[src/rtl/mfpr_pkg.sv]
package mfpr_pkg;

   // Frame markers and register reset values
   localparam logic [7:0]  MARK_START        = 8'h68;
   localparam logic [7:0]  MARK_END          = 8'h16;
   localparam logic [15:0] TIMEOUT_RESET     = 16'd5000;
   localparam logic [15:0] MAX_PAYLOAD_RESET = 16'hFFFF;

   // Configuration register indexes
   localparam int          CSR_INDEX_W      = 1;
   localparam logic [CSR_INDEX_W-1:0] CSR_TIMEOUT_MS  = 1'b0;
   localparam logic [CSR_INDEX_W-1:0] CSR_MAX_PAYLOAD = 1'b1;

   // Request word modes
   localparam logic MODE_BYTE = 1'b0;
   localparam logic MODE_TICK = 1'b1;

   // Response word kinds
   localparam logic KIND_PAYLOAD = 1'b0;
   localparam logic KIND_END     = 1'b1;

   // End-of-frame status codes
   localparam logic [2:0] STAT_OK         = 3'd0;
   localparam logic [2:0] STAT_BAD_MARKER = 3'd1;
   localparam logic [2:0] STAT_CHECKSUM   = 3'd2;
   localparam logic [2:0] STAT_BAD_END    = 3'd3;
   localparam logic [2:0] STAT_TIMEOUT    = 3'd4;
   localparam logic [2:0] STAT_NULL_CMD   = 3'd5;
   localparam logic [2:0] STAT_TOO_LONG   = 3'd6;

   // Live configuration
   typedef struct packed {
      logic [15:0] timeout_ms;
      logic [15:0] max_payload;
   } cfg_type;

   // One result word plus its valid flag
   typedef struct packed {
      logic        valid;
      logic        kind;
      logic [7:0]  payload_byte;
      logic [7:0]  command;
      logic [15:0] payload_length;
      logic [2:0]  status;
   } result_type;

endpackage

[src/rtl/mfpr_req_if.sv]
interface mfpr_req_if import mfpr_pkg::*; ();
   logic       valid;
   logic       ready;
   logic       mode;
   logic [7:0] data_byte;

   modport source (output valid, output mode, output data_byte, input ready);
   modport sink   (input valid, input mode, input data_byte, output ready);
endinterface

[src/rtl/mfpr_rsp_if.sv]
interface mfpr_rsp_if import mfpr_pkg::*; ();
   logic        valid;
   logic        ready;
   logic        kind;
   logic [7:0]  payload_byte;
   logic [7:0]  command;
   logic [15:0] payload_length;
   logic [2:0]  status;

   modport source (output valid, output kind, output payload_byte, output command,
                   output payload_length, output status, input ready);
   modport sink   (input valid, input kind, input payload_byte, input command,
                   input payload_length, input status, output ready);
endinterface

[src/rtl/mfpr_csr_if.sv]
interface mfpr_csr_if import mfpr_pkg::*; ();
   logic                   valid;
   logic                   ready;
   logic [CSR_INDEX_W-1:0] index;
   logic [15:0]            data;

   modport source (output valid, output index, output data, input ready);
   modport sink   (input valid, input index, input data, output ready);
endinterface

[src/rtl/mfpr_csr_regs.sv]
module mfpr_csr_regs import mfpr_pkg::*; (
   input  logic        clock,
   input  logic        reset,
   mfpr_csr_if.sink    csr,
   output cfg_type     cfg
);

   logic [15:0] timeout_ms_ff, timeout_ms_in;
   logic [15:0] max_payload_ff, max_payload_in;

   // Always able to take a write word
   assign csr.ready = 1'b1;

   // Register write decode
   always_comb begin
      timeout_ms_in  = timeout_ms_ff;
      max_payload_in = max_payload_ff;
      if (csr.valid) begin
         unique case (csr.index)
            CSR_TIMEOUT_MS:  timeout_ms_in  = csr.data;
            CSR_MAX_PAYLOAD: max_payload_in = csr.data;
            default: ;
         endcase
      end
   end

   always_ff @(posedge clock) begin
      if (reset) begin
         timeout_ms_ff  <= TIMEOUT_RESET;
         max_payload_ff <= MAX_PAYLOAD_RESET;
      end else begin
         timeout_ms_ff  <= timeout_ms_in;
         max_payload_ff <= max_payload_in;
      end
   end

   assign cfg.timeout_ms  = timeout_ms_ff;
   assign cfg.max_payload = max_payload_ff;

endmodule

[src/rtl/mfpr_frame_engine.sv]
module mfpr_frame_engine import mfpr_pkg::*; (
   input  logic        clock,
   input  logic        reset,
   mfpr_req_if.sink    req,
   input  cfg_type     cfg,
   input  logic        out_free,
   output result_type  result
);

   // Frame phases
   localparam logic [2:0] PH_HEADER   = 3'd0;
   localparam logic [2:0] PH_PAYLOAD  = 3'd1;
   localparam logic [2:0] PH_CHECKSUM = 3'd2;
   localparam logic [2:0] PH_END      = 3'd3;

   // Input register
   logic       in_valid_ff, in_valid_in;
   logic       mode_ff;
   logic [7:0] byte_ff;
   logic       advance;

   // Frame state
   logic [2:0]  phase_ff, phase_in;
   logic [2:0]  hidx_ff, hidx_in;
   logic        marker_bad_ff, marker_bad_in;
   logic [15:0] length_ff, length_in;
   logic [7:0]  command_ff, command_in;
   logic [15:0] seen_ff, seen_in;
   logic [7:0]  xor_ff, xor_in;
   logic [15:0] elapsed_ff, elapsed_in;

   // Word in the input register moves on when the output slot can take it
   assign advance     = in_valid_ff && out_free;
   assign req.ready   = !in_valid_ff || advance;
   assign in_valid_in = req.valid ? 1'b1 : (advance ? 1'b0 : in_valid_ff);

   always_ff @(posedge clock) begin
      if (reset) begin
         in_valid_ff <= 1'b0;
      end else begin
         in_valid_ff <= in_valid_in;
      end
   end

   always_ff @(posedge clock) begin
      if (req.valid && req.ready) begin
         mode_ff <= req.mode;
         byte_ff <= req.data_byte;
      end
   end

   // One step of the receiver for the registered word
   always_comb begin
      logic [2:0]  ph;
      logic [2:0]  hi;
      logic        active;
      logic [15:0] el;
      logic        end_now;
      logic [2:0]  stat;

      // unreachable phase codes fall back to idle
      ph     = (phase_ff > PH_END) ? PH_HEADER : phase_ff;
      hi     = (phase_ff > PH_END) ? 3'd0 : hidx_ff;
      active = !(ph == PH_HEADER && hi == 3'd0);

      phase_in      = ph;
      hidx_in       = hi;
      marker_bad_in = marker_bad_ff;
      length_in     = length_ff;
      command_in    = command_ff;
      seen_in       = seen_ff;
      xor_in        = xor_ff;
      elapsed_in    = elapsed_ff;
      el            = elapsed_ff;
      end_now       = 1'b0;
      stat          = STAT_OK;

      result.valid        = 1'b0;
      result.kind         = KIND_PAYLOAD;
      result.payload_byte = 8'd0;

      if (mode_ff == MODE_TICK) begin
         if (active) begin
            el         = (elapsed_ff != 16'hFFFF) ? elapsed_ff + 16'd1 : elapsed_ff;
            elapsed_in = el;
            if (el >= cfg.timeout_ms) begin
               end_now = 1'b1;
               stat    = STAT_TIMEOUT;
            end
         end
      end else begin
         unique case (ph)
            PH_HEADER: begin
               // first byte opens a fresh frame
               if (hi == 3'd0) begin
                  marker_bad_in = 1'b0;
                  length_in     = 16'd0;
                  command_in    = 8'd0;
                  seen_in       = 16'd0;
                  xor_in        = 8'd0;
                  elapsed_in    = 16'd0;
               end
               case (hi) inside
                  3'd0, 3'd3: if (byte_ff != MARK_START) marker_bad_in = 1'b1;
                  3'd1:       length_in = {length_in[15:8], byte_ff};
                  3'd2:       length_in = {byte_ff, length_in[7:0]};
                  default:    command_in = byte_ff;
               endcase
               if (hi < 3'd4) begin
                  hidx_in = hi + 3'd1;
               end else begin
                  hidx_in = 3'd0;
                  if (marker_bad_in) begin
                     end_now = 1'b1;
                     stat    = STAT_BAD_MARKER;
                  end else if (length_in > cfg.max_payload) begin
                     end_now = 1'b1;
                     stat    = STAT_TOO_LONG;
                  end else begin
                     phase_in = (length_in == 16'd0) ? PH_CHECKSUM : PH_PAYLOAD;
                     hidx_in  = 3'd1;   // keeps the frame marked busy
                  end
               end
            end
            PH_PAYLOAD: begin
               xor_in  = xor_ff ^ byte_ff;
               seen_in = seen_ff + 16'd1;
               if (seen_in >= length_ff) phase_in = PH_CHECKSUM;
               result.valid        = 1'b1;
               result.payload_byte = byte_ff;
            end
            PH_CHECKSUM: begin
               xor_in   = xor_ff ^ byte_ff;
               phase_in = PH_END;
            end
            default: begin
               end_now = 1'b1;
               if (xor_ff != 8'd0)          stat = STAT_CHECKSUM;
               else if (byte_ff != MARK_END) stat = STAT_BAD_END;
               else if (command_ff == 8'd0) stat = STAT_NULL_CMD;
               else                         stat = STAT_OK;
            end
         endcase
      end

      // frame end returns to idle
      if (end_now) begin
         phase_in            = PH_HEADER;
         hidx_in             = 3'd0;
         result.valid        = 1'b1;
         result.kind         = KIND_END;
         result.payload_byte = 8'd0;
      end

      result.valid          = result.valid && advance;
      result.command        = command_in;
      result.payload_length = length_in;
      result.status         = stat;
   end

   always_ff @(posedge clock) begin
      if (reset) begin
         phase_ff      <= PH_HEADER;
         hidx_ff       <= 3'd0;
         marker_bad_ff <= 1'b0;
         length_ff     <= 16'd0;
         command_ff    <= 8'd0;
         seen_ff       <= 16'd0;
         xor_ff        <= 8'd0;
         elapsed_ff    <= 16'd0;
      end else if (advance) begin
         phase_ff      <= phase_in;
         hidx_ff       <= hidx_in;
         marker_bad_ff <= marker_bad_in;
         length_ff     <= length_in;
         command_ff    <= command_in;
         seen_ff       <= seen_in;
         xor_ff        <= xor_in;
         elapsed_ff    <= elapsed_in;
      end
   end

endmodule

[src/rtl/mfpr_out_reg.sv]
module mfpr_out_reg import mfpr_pkg::*; (
   input  logic        clock,
   input  logic        reset,
   input  result_type  result,
   output logic        out_free,
   mfpr_rsp_if.source  rsp
);

   logic        valid_ff, valid_in;
   result_type  word_ff;

   // Slot is free when empty or being drained this cycle
   assign out_free = !valid_ff || rsp.ready;
   assign valid_in = result.valid ? 1'b1 : (rsp.ready ? 1'b0 : valid_ff);

   always_ff @(posedge clock) begin
      if (reset) begin
         valid_ff <= 1'b0;
      end else begin
         valid_ff <= valid_in;
      end
   end

   always_ff @(posedge clock) begin
      if (result.valid) begin
         word_ff <= result;
      end
   end

   assign rsp.valid          = valid_ff;
   assign rsp.kind           = word_ff.kind;
   assign rsp.payload_byte   = word_ff.payload_byte;
   assign rsp.command        = word_ff.command;
   assign rsp.payload_length = word_ff.payload_length;
   assign rsp.status         = word_ff.status;

endmodule

[src/rtl/marker_framed_packet_receiver_core.sv]
// Marker framed packet receiver: one request word (byte or ms tick) per cycle.
// Path: a request word is taken into the input register, and its result word, if any,
// is made by the frame step and registered in the output register.
// Throughput: one word per cycle, limited only by the output register draining.
// Reset: synchronous, active high; receiver idle, timeout 5000, max payload 65535.
module marker_framed_packet_receiver_core import mfpr_pkg::*; (
   input  logic        clock,
   input  logic        reset,
   mfpr_req_if.sink    req_ch,
   mfpr_rsp_if.source  rsp_ch,
   mfpr_csr_if.sink    csr_ch
);

   cfg_type    cfg;
   result_type result;
   logic       out_free;

   // Configuration registers
   mfpr_csr_regs u_csr (
      .clock (clock),
      .reset (reset),
      .csr   (csr_ch),
      .cfg   (cfg)
   );

   // Input register and frame step
   mfpr_frame_engine u_engine (
      .clock    (clock),
      .reset    (reset),
      .req      (req_ch),
      .cfg      (cfg),
      .out_free (out_free),
      .result   (result)
   );

   // Result register
   mfpr_out_reg u_out (
      .clock    (clock),
      .reset    (reset),
      .result   (result),
      .out_free (out_free),
      .rsp      (rsp_ch)
   );

endmodule
[src/flat_wrapper.sv]
// flat-port wrapper written by rule: the top's interface ports become plain ports
module marker_framed_packet_receiver_core_flat import mfpr_pkg::*;
  (clock, reset, req_ch_valid, req_ch_mode, req_ch_data_byte, req_ch_ready, rsp_ch_valid, rsp_ch_kind, rsp_ch_payload_byte, rsp_ch_command, rsp_ch_payload_length, rsp_ch_status, rsp_ch_ready, csr_ch_valid, csr_ch_index, csr_ch_data, csr_ch_ready);
  mfpr_req_if req_ch_i ();
  mfpr_rsp_if rsp_ch_i ();
  mfpr_csr_if csr_ch_i ();
  input  logic clock;
  input  logic reset;
  input wire logic [$bits(req_ch_i.valid)-1:0] req_ch_valid;
  input wire logic [$bits(req_ch_i.mode)-1:0] req_ch_mode;
  input wire logic [$bits(req_ch_i.data_byte)-1:0] req_ch_data_byte;
  output wire logic [$bits(req_ch_i.ready)-1:0] req_ch_ready;
  output wire logic [$bits(rsp_ch_i.valid)-1:0] rsp_ch_valid;
  output wire logic [$bits(rsp_ch_i.kind)-1:0] rsp_ch_kind;
  output wire logic [$bits(rsp_ch_i.payload_byte)-1:0] rsp_ch_payload_byte;
  output wire logic [$bits(rsp_ch_i.command)-1:0] rsp_ch_command;
  output wire logic [$bits(rsp_ch_i.payload_length)-1:0] rsp_ch_payload_length;
  output wire logic [$bits(rsp_ch_i.status)-1:0] rsp_ch_status;
  input wire logic [$bits(rsp_ch_i.ready)-1:0] rsp_ch_ready;
  input wire logic [$bits(csr_ch_i.valid)-1:0] csr_ch_valid;
  input wire logic [$bits(csr_ch_i.index)-1:0] csr_ch_index;
  input wire logic [$bits(csr_ch_i.data)-1:0] csr_ch_data;
  output wire logic [$bits(csr_ch_i.ready)-1:0] csr_ch_ready;
  assign req_ch_i.valid = req_ch_valid;
  assign req_ch_i.mode = req_ch_mode;
  assign req_ch_i.data_byte = req_ch_data_byte;
  assign req_ch_ready = req_ch_i.ready;
  assign rsp_ch_valid = rsp_ch_i.valid;
  assign rsp_ch_kind = rsp_ch_i.kind;
  assign rsp_ch_payload_byte = rsp_ch_i.payload_byte;
  assign rsp_ch_command = rsp_ch_i.command;
  assign rsp_ch_payload_length = rsp_ch_i.payload_length;
  assign rsp_ch_status = rsp_ch_i.status;
  assign rsp_ch_i.ready = rsp_ch_ready;
  assign csr_ch_i.valid = csr_ch_valid;
  assign csr_ch_i.index = csr_ch_index;
  assign csr_ch_i.data = csr_ch_data;
  assign csr_ch_ready = csr_ch_i.ready;
  marker_framed_packet_receiver_core u_core (.clock(clock), .reset(reset), .req_ch(req_ch_i), .rsp_ch(rsp_ch_i), .csr_ch(csr_ch_i));
endmodule
[config.mk]
export PLATFORM = sky130hd
export DESIGN_NAME = marker_framed_packet_receiver_core_flat
export DESIGN_NICKNAME = d
export VERILOG_FILES = /design/src/rtl/mfpr_pkg.sv /design/src/rtl/mfpr_req_if.sv /design/src/rtl/mfpr_rsp_if.sv /design/src/rtl/mfpr_csr_if.sv /design/src/rtl/mfpr_csr_regs.sv /design/src/rtl/mfpr_frame_engine.sv /design/src/rtl/mfpr_out_reg.sv /design/src/rtl/marker_framed_packet_receiver_core.sv /design/src/flat_wrapper.sv
export SDC_FILE = /design/constraint.sdc
export NUM_CORES = 1
export LEC_CHECK = 0
export BUFFER_PORTS_ARGS = -buffer_cell sky130_fd_sc_hd__buf_2
export CAP_MARGIN = 0
export CORE_ASPECT_RATIO = 0.9
export CORE_MARGIN = 4
export CORE_UTILIZATION = 60
export CTS_BUF_LIST = sky130_fd_sc_hd__clkbuf_2 sky130_fd_sc_hd__clkbuf_4 sky130_fd_sc_hd__clkbuf_8
export CTS_CLUSTER_DIAMETER = 120
export DETAILED_ROUTE_END_ITERATION = 12
export PLACE_DENSITY = 0.83
export SLEW_MARGIN = 40
export SYNTH_ARGS = -nofsm -noshare
export SYNTH_HDL_FRONTEND = slang
export SYNTH_HIERARCHICAL = 1
export SYNTH_SLANG_ARGS = --single-unit
export TNS_END_PERCENT = 5
[constraint.sdc]
create_clock -name clock -period 19.1 [get_ports clock]
set_clock_uncertainty 0.2 [all_clocks]
set_input_delay 1.91 -clock clock [delete_from_list [all_inputs] [get_ports clock]]
set_output_delay 1.91 -clock clock [all_outputs]
set_load 0.02 [all_outputs]
======== Word-level counts from Yosys, hierarchy flattened ========
Cells that the tools add are included.
storage, ports and cells
  register bits after elaboration ......... 150
  word-level logic and storage cells ...... 138
  output and inout port bits .............. 39
operators by class
  $add $sub $neg .......................... 3
  reductions and logical operators ........ 28
  eq/ne operators ......................... 10
  order comparisons ....................... 5
  mux-type cells .......................... 69
  bitwise logic cells ..................... 4
operators by type and width
  cell                     count
  $mux W16                 13
  $mux W8                  9
  $mux W3                  21
  $add A16 B1 Y16 const B  2
  $ge A16 B16 Y1           2
  $pmux W16 S2             1
  $mux W1                  19
  $gt A16 B16 Y1           1
  $logic_not A16 Y1        1
  $ne A16 B16 Y1 const B   1
  $pmux W8 S2              1
  $reduce_and A4 Y1        3
  $reduce_bool A2 Y1       6
  $mux W10                 1
  $eq A3 B2 Y1 const B     3
  $pmux W3 S3              1
  $logic_not A8 Y1         1
  $ne A8 B5 Y1 const B     1
  $ne A8 B7 Y1 const B     1
  $reduce_bool A8 Y1       1
  $xor A8 B8 Y8            1
  $eq A3 B1 Y1 const B     2
  $logic_not A3 Y1         2
  $pmux W3 S2              1
  15 further kinds         24

======== Depth between registers and ports, before layout ========
  word-level depth ........................ 18
  depth in mapped cells ................... 19
  gate-level depth less buffers ........... 17

======== Modules after synthesis ========
The synthesis kept the hierarchy.
by module, submodules not included
  module             seq. area each (um^2)  times used  area each (um^2)  cells each
  mfpr_frame_engine  1711.6                 1           5880.6            762
  mfpr_csr_regs      640.6                  1           1298.7            128
  mfpr_out_reg       1101.1                 1           1127.3            40

======== Worst setup path before layout ========
Ideal clock, no wire load.
  path kind ............................... register to register
  from .................................... reg u_core.u_engine.phase_ff[2]
  to ...................................... reg u_core.u_out.word_ff, in the netlist u_core/u_out/rsp.command[0] (enable)
  cell stages (with the launch flop) ...... 15
  data required time ...................... 18418 ps
  library setup time ...................... 482 ps
  data arrival time ....................... 5440 ps
  slack ................................... 12979 ps
  path buffers ............................ 3
  cell sequence ........................... dfxtp_1 buf_2 buf_2 nor2b_1 inv_1 ha_1 and4b_1 buf_6 mux2_4 ha_1 nand4_1 a2111o_1 a31oi_1 nor3_1 o21ai_0
RTL lines
  item                    RTL line                  RTL
  start, declared         mfpr_frame_engine.sv:23   logic [2:0] phase_ff, phase_in;
  start signal, assigned  mfpr_frame_engine.sv:172  phase_ff <= phase_in;
  end signal, assigned    mfpr_out_reg.sv:26        word_ff <= result;
  end, declared           mfpr_out_reg.sv:10        result_type word_ff;

==> results.txt <==
----------------------------------------------------
[Run status]
  Status ... completed

[Final layout]
  Fraction of final layout cells sized beyond drive strength 1 ... 14.1%
  Multi-input logic area ... between 4000 and 5000 um^2
  Fin area ... between 9000 and 10000 um^2
  Register area ... about 3500 um^2
  Area Growth Syn to Fin ... 9.78%
  # diodes ... 0
  Final-layout fill cell count ... 1076
  Most common library cell in the layout ignoring fill and taps ... sky130_fd_sc_hd__dfxtp_1
  Nets ... around 1.1k
  Top library cells by usage in the layout, fill and taps aside ... sky130_fd_sc_hd__dfxtp_1, sky130_fd_sc_hd__nand2_1, sky130_fd_sc_hd__nor2_1

[Pwr]
  Fraction of power spent switching nets ... 24.8%
  Internal ... 481 uW
  Switching power summed over all nets ... 159 uW
  Clock share of power ... 39.1%
  Leakage power ... between 3 and 4 nW
  Maximum ir drop on the vdd rail ... 0.0390 mV
  Power per standard cell area ... roughly 70 nW/um^2
  Power share of the sequential group ... 53.7%
  Part of the power in combinational logic ... 7.2%

[STA]
  Achievable clock frequency ... 0.202 GHz
  Setup repair after global routing missed its margin ... false
  Slew @ Worst Pin ... 795 ps
  Post-route setup slack ... 14150 ps
  Number of max-slew violations in the final report ... 0
  Time the worst path needs with I/O delays and setup ... 4950 ps
  Max-Slew Margin vs Limit ... 46.9%
  Final Hold Viols ... 0
  Period utilization ... 25.9%
  Number of endpoints failing setup at the final stage ... 0
  Setup TNS ... 0 ps

[Yosys]
  Number of unique standard cell types used by synthesis ... 69
  Synthesized instance count ... 930
  Library cell occupying the most area in the post-synthesis netlist ... sky130_fd_sc_hd__dfxtp_1
  Leading post-synthesis cells by cell area ... sky130_fd_sc_hd__dfxtp_1, sky130_fd_sc_hd__edfxtp_1, sky130_fd_sc_hd__ha_1, sky130_fd_sc_hd__a21oi_1, sky130_fd_sc_hd__nand2_1
  Fraction of post-synthesis cell area in the top cell type by area ... 25.3%
  Cell Area, Synth ... 8310 um^2
  Warning count from the yosys run ... 6
  Proportion of synthesized chip area in sequential cells ... 41.6%
  Synth async-reset ratio ... 0%
  Post-synth EDFFs ... 45
  Synthesized Nets ... 1013
  Synthesized area per cell ... just under 9 um^2
  Main flop type after synthesis ... sky130_fd_sc_hd__dfxtp_1
  #FFs+latches synth ... 150

[Floorplan]
  Initial standard-cell utilization of the core ... 61.7%
  Floorplan die area ... around 16000 um^2
  Standard cell core area ... 13500 um^2
  Width of the die ... 132 um
  Top-level I/O count ... 70
  Number of standard-cell rows in the floorplan ... 40
  Chip Height ... 120 um

[Clocking]
  Htree depth ... 4
  Number of instances resized during post-cts repair ... 0
  CTS tree ... yes
  Clock Pin Slew Worst Setup and Hold Paths ... 80 ps
  Cell at the root of the clock tree ... sky130_fd_sc_hd__clkbuf_8
  Maximum buffer depth of the clock tree ... 2
  Clock Sinks ... 150
  CTS Hold Bufs ... 0
  Number of buffers inserted to repair setup after CTS ... 0
  CTS buffer count ... 17
  Clk Latency, worst-skew pair ... 450 ps

[Critical path]
  Crit path capture type ... register
  Critical path class ... register to register
  Critical path startpoint category ... register
  Required time reported for the critical path endpoint ... 19110 ps
  Crit path arrival time ... 4960 ps
  Critical path peak fanout ... 21

[Place]
  Placed inst area ... 8700 um^2
  Routability congestion estimate ... roughly 1.0
  IO buf count ... 68
  Detail Placement HPWL ... 14500 um
  Setup WS pre-CTS ... 14360 ps

[Global route]
  Antenna violations before repair ... 0
  Wire length of the first global-routing pass ... 32500 um
  Maximum number of pins on one net before global-route repair ... 90
  Total congestion overflow ... 0
  Aggregate global-route resource usage ... 25.8%
  Vias in the first global route ... 6407

[Drt]
  Detail-routed via count per cell ... about 6.1
  Iteration-0 DRC Markers ... around 730
  Antenna-violating nets left ... 0
  DR pass1 iterations ... 5
  DRC ... 0
  Final WL ... between 20000 and 25000 um
  Vias ... 6999
  Routed length per placed instance ... around 18 um

[Worst hold path]
  Path class of the lowest-slack min-delay path ... register to register

[Job]
  Max-cap violations ... 0

----------------------------------------------------
-- power by group through the flow --
stage / logic, mW / clock network, mW / registers [mW]
5_1_grt: 0.0511 / 0.269 / 0.344
3_3_place_gp: 0.0444 / 0 / 0.350
2_1_floorplan: 0.0337 / 0 / 0.346
6_report: 0.0464 / 0.250 / 0.344
4_1_cts: 0.0454 / 0.255 / 0.343
3_5_place_dp: 0.0452 / 0 / 0.350
-- layer usage --
metal	vias up	share of wire [%]	global-route usage, %
met2	252	44	38.3
li1	3398	-	-
met3	33	7.9	8.05
met4	0	1.9	8.07
met1	3316	46	36.1
met5	-	0	0
-- cell usage after synthesis (3+ instances only) --
library cell,n
sky130_fd_sc_hd__o21ai_1,17
sky130_fd_sc_hd__ha_1,52
sky130_fd_sc_hd__inv_1,56
sky130_fd_sc_hd__buf_6,3
sky130_fd_sc_hd__edfxtp_1,45
sky130_fd_sc_hd__nand3b_1,4
sky130_fd_sc_hd__nor2_1,82
sky130_fd_sc_hd__a21oi_1,79
sky130_fd_sc_hd__and3_1,23
sky130_fd_sc_hd__dfxtp_1,105
sky130_fd_sc_hd__buf_1,3
sky130_fd_sc_hd__a31oi_1,7
sky130_fd_sc_hd__and2_1,12
sky130_fd_sc_hd__nor4_1,9
sky130_fd_sc_hd__nor3_1,23
sky130_fd_sc_hd__a41oi_1,3
sky130_fd_sc_hd__xor2_1,19
sky130_fd_sc_hd__a211oi_1,7
sky130_fd_sc_hd__mux2i_1,10
sky130_fd_sc_hd__mux2_4,3
sky130_fd_sc_hd__clkbuf_1,29
sky130_fd_sc_hd__a22o_1,19
sky130_fd_sc_hd__nand4_1,10
sky130_fd_sc_hd__xnor2_1,13
sky130_fd_sc_hd__buf_2,12
sky130_fd_sc_hd__nand3_1,28
sky130_fd_sc_hd__nand2b_1,17
sky130_fd_sc_hd__o21ai_0,34
sky130_fd_sc_hd__nand4bb_1,11
sky130_fd_sc_hd__a2111oi_0,3
sky130_fd_sc_hd__o211ai_1,5
sky130_fd_sc_hd__a22oi_1,5
sky130_fd_sc_hd__buf_4,4
sky130_fd_sc_hd__or3_1,12
sky130_fd_sc_hd__a211o_1,11
sky130_fd_sc_hd__nor2b_1,5
sky130_fd_sc_hd__nand2_1,96
sky130_fd_sc_hd__mux2_2,13
-- state kept, by name (all words and copies together) (netlist names), 8 cells and up --
name	cells
u_core/u_engine/seen_ff	16
u_core/u_csr/max_payload_ff	16
u_core/u_engine/length_ff	16
u_core/u_out/rsp.payload_byte	8
u_core/u_engine/elapsed_ff	16
u_core/u_out/rsp.command	8
u_core/u_engine/command_ff	8
u_core/u_out/rsp.payload_length	16
u_core/u_engine/byte_ff	8
u_core/u_engine/xor_ff	8
u_core/u_csr/timeout_ms_ff	16
-- cell type report --
| cell class | instances | share of cell area (%) |
|---|---|---|
| multi-input combinational | 671 | 48.4 |
| sequential | 150 | 37.9 |
| timing repair buffer | 75 | 4.54 |
| clock buffer | 22 | 3.18 |
| inverter | 58 | 2.39 |
| tap | 168 | 2.31 |
| clock inverter | 10 | 1.30 |
-- per-stage QoR --
| step | power [mW] | utilization [%] | hold slack [ps] | cells |
|---|---|---|---|---|
| finish | 0.640 | 67.7 | 260 | 1154 |
| detailed placement | 0.396 | 64.6 | 248 | 1122 |
| floorplan | 0.380 | - | 235 | 930 |
| CTS | 0.644 | 67.7 | 260 | 1154 |
| global route | 0.665 | 67.7 | 276 | 1154 |
| global placement | 0.395 | 64.4 | 242 | 1120 |
-- worst max-delay path: stages (launching register included) --
cell,delay [ps]
sky130_fd_sc_hd__dfxtp_1,680
sky130_fd_sc_hd__nor2b_1,170
sky130_fd_sc_hd__ha_1,260
sky130_fd_sc_hd__and4b_1,530
sky130_fd_sc_hd__nor2_1,150
sky130_fd_sc_hd__a22oi_1,270
sky130_fd_sc_hd__inv_1,90
sky130_fd_sc_hd__ha_1,310
sky130_fd_sc_hd__nand4_1,200
sky130_fd_sc_hd__nor4_1,440
sky130_fd_sc_hd__or2_0,210
sky130_fd_sc_hd__a31oi_1,100
sky130_fd_sc_hd__nor3_1,500
sky130_fd_sc_hd__o21ai_4,190
sky130_fd_sc_hd__buf_8,230
sky130_fd_sc_hd__buf_8,170
-- worst paths after layout --
path                                                                 start                                          to  slack, ps  cells past startpoint
worst min register to register  u_core/u_engine/length_ff[11]$_SDFFE_PP0P_  u_core/u_engine/length_ff[11]$_SDFFE_PP0P_        260                      2
worst max-delay path              u_core/u_engine/phase_ff[2]$_SDFFE_PP0P_  u_core/u_out/rsp.payload_byte[4]$_DFFE_PP_      14150                     15
worst max register to register    u_core/u_engine/phase_ff[2]$_SDFFE_PP0P_  u_core/u_out/rsp.payload_byte[4]$_DFFE_PP_      14150                     15
worst min-delay path            u_core/u_engine/length_ff[11]$_SDFFE_PP0P_  u_core/u_engine/length_ff[11]$_SDFFE_PP0P_        260                      2
-- logic make-up (layout without fill, tap and decap cells) --
family	after synthesis	after routing	synth area share, %
multiplexers	26	26	3.51
AND/OR/NAND/NOR	348	348	21.9
flip-flops	150	150	41.6
XOR/XNOR	32	32	3.37
adder cells (fa/ha/maj)	52	52	7.83
AO/OA/AOI/OAI	212	212	16.2
buffers and inverters	109	165	5.56
other	1	1	0.0451
No activity file was read; power rests on OpenSTA's default activity.
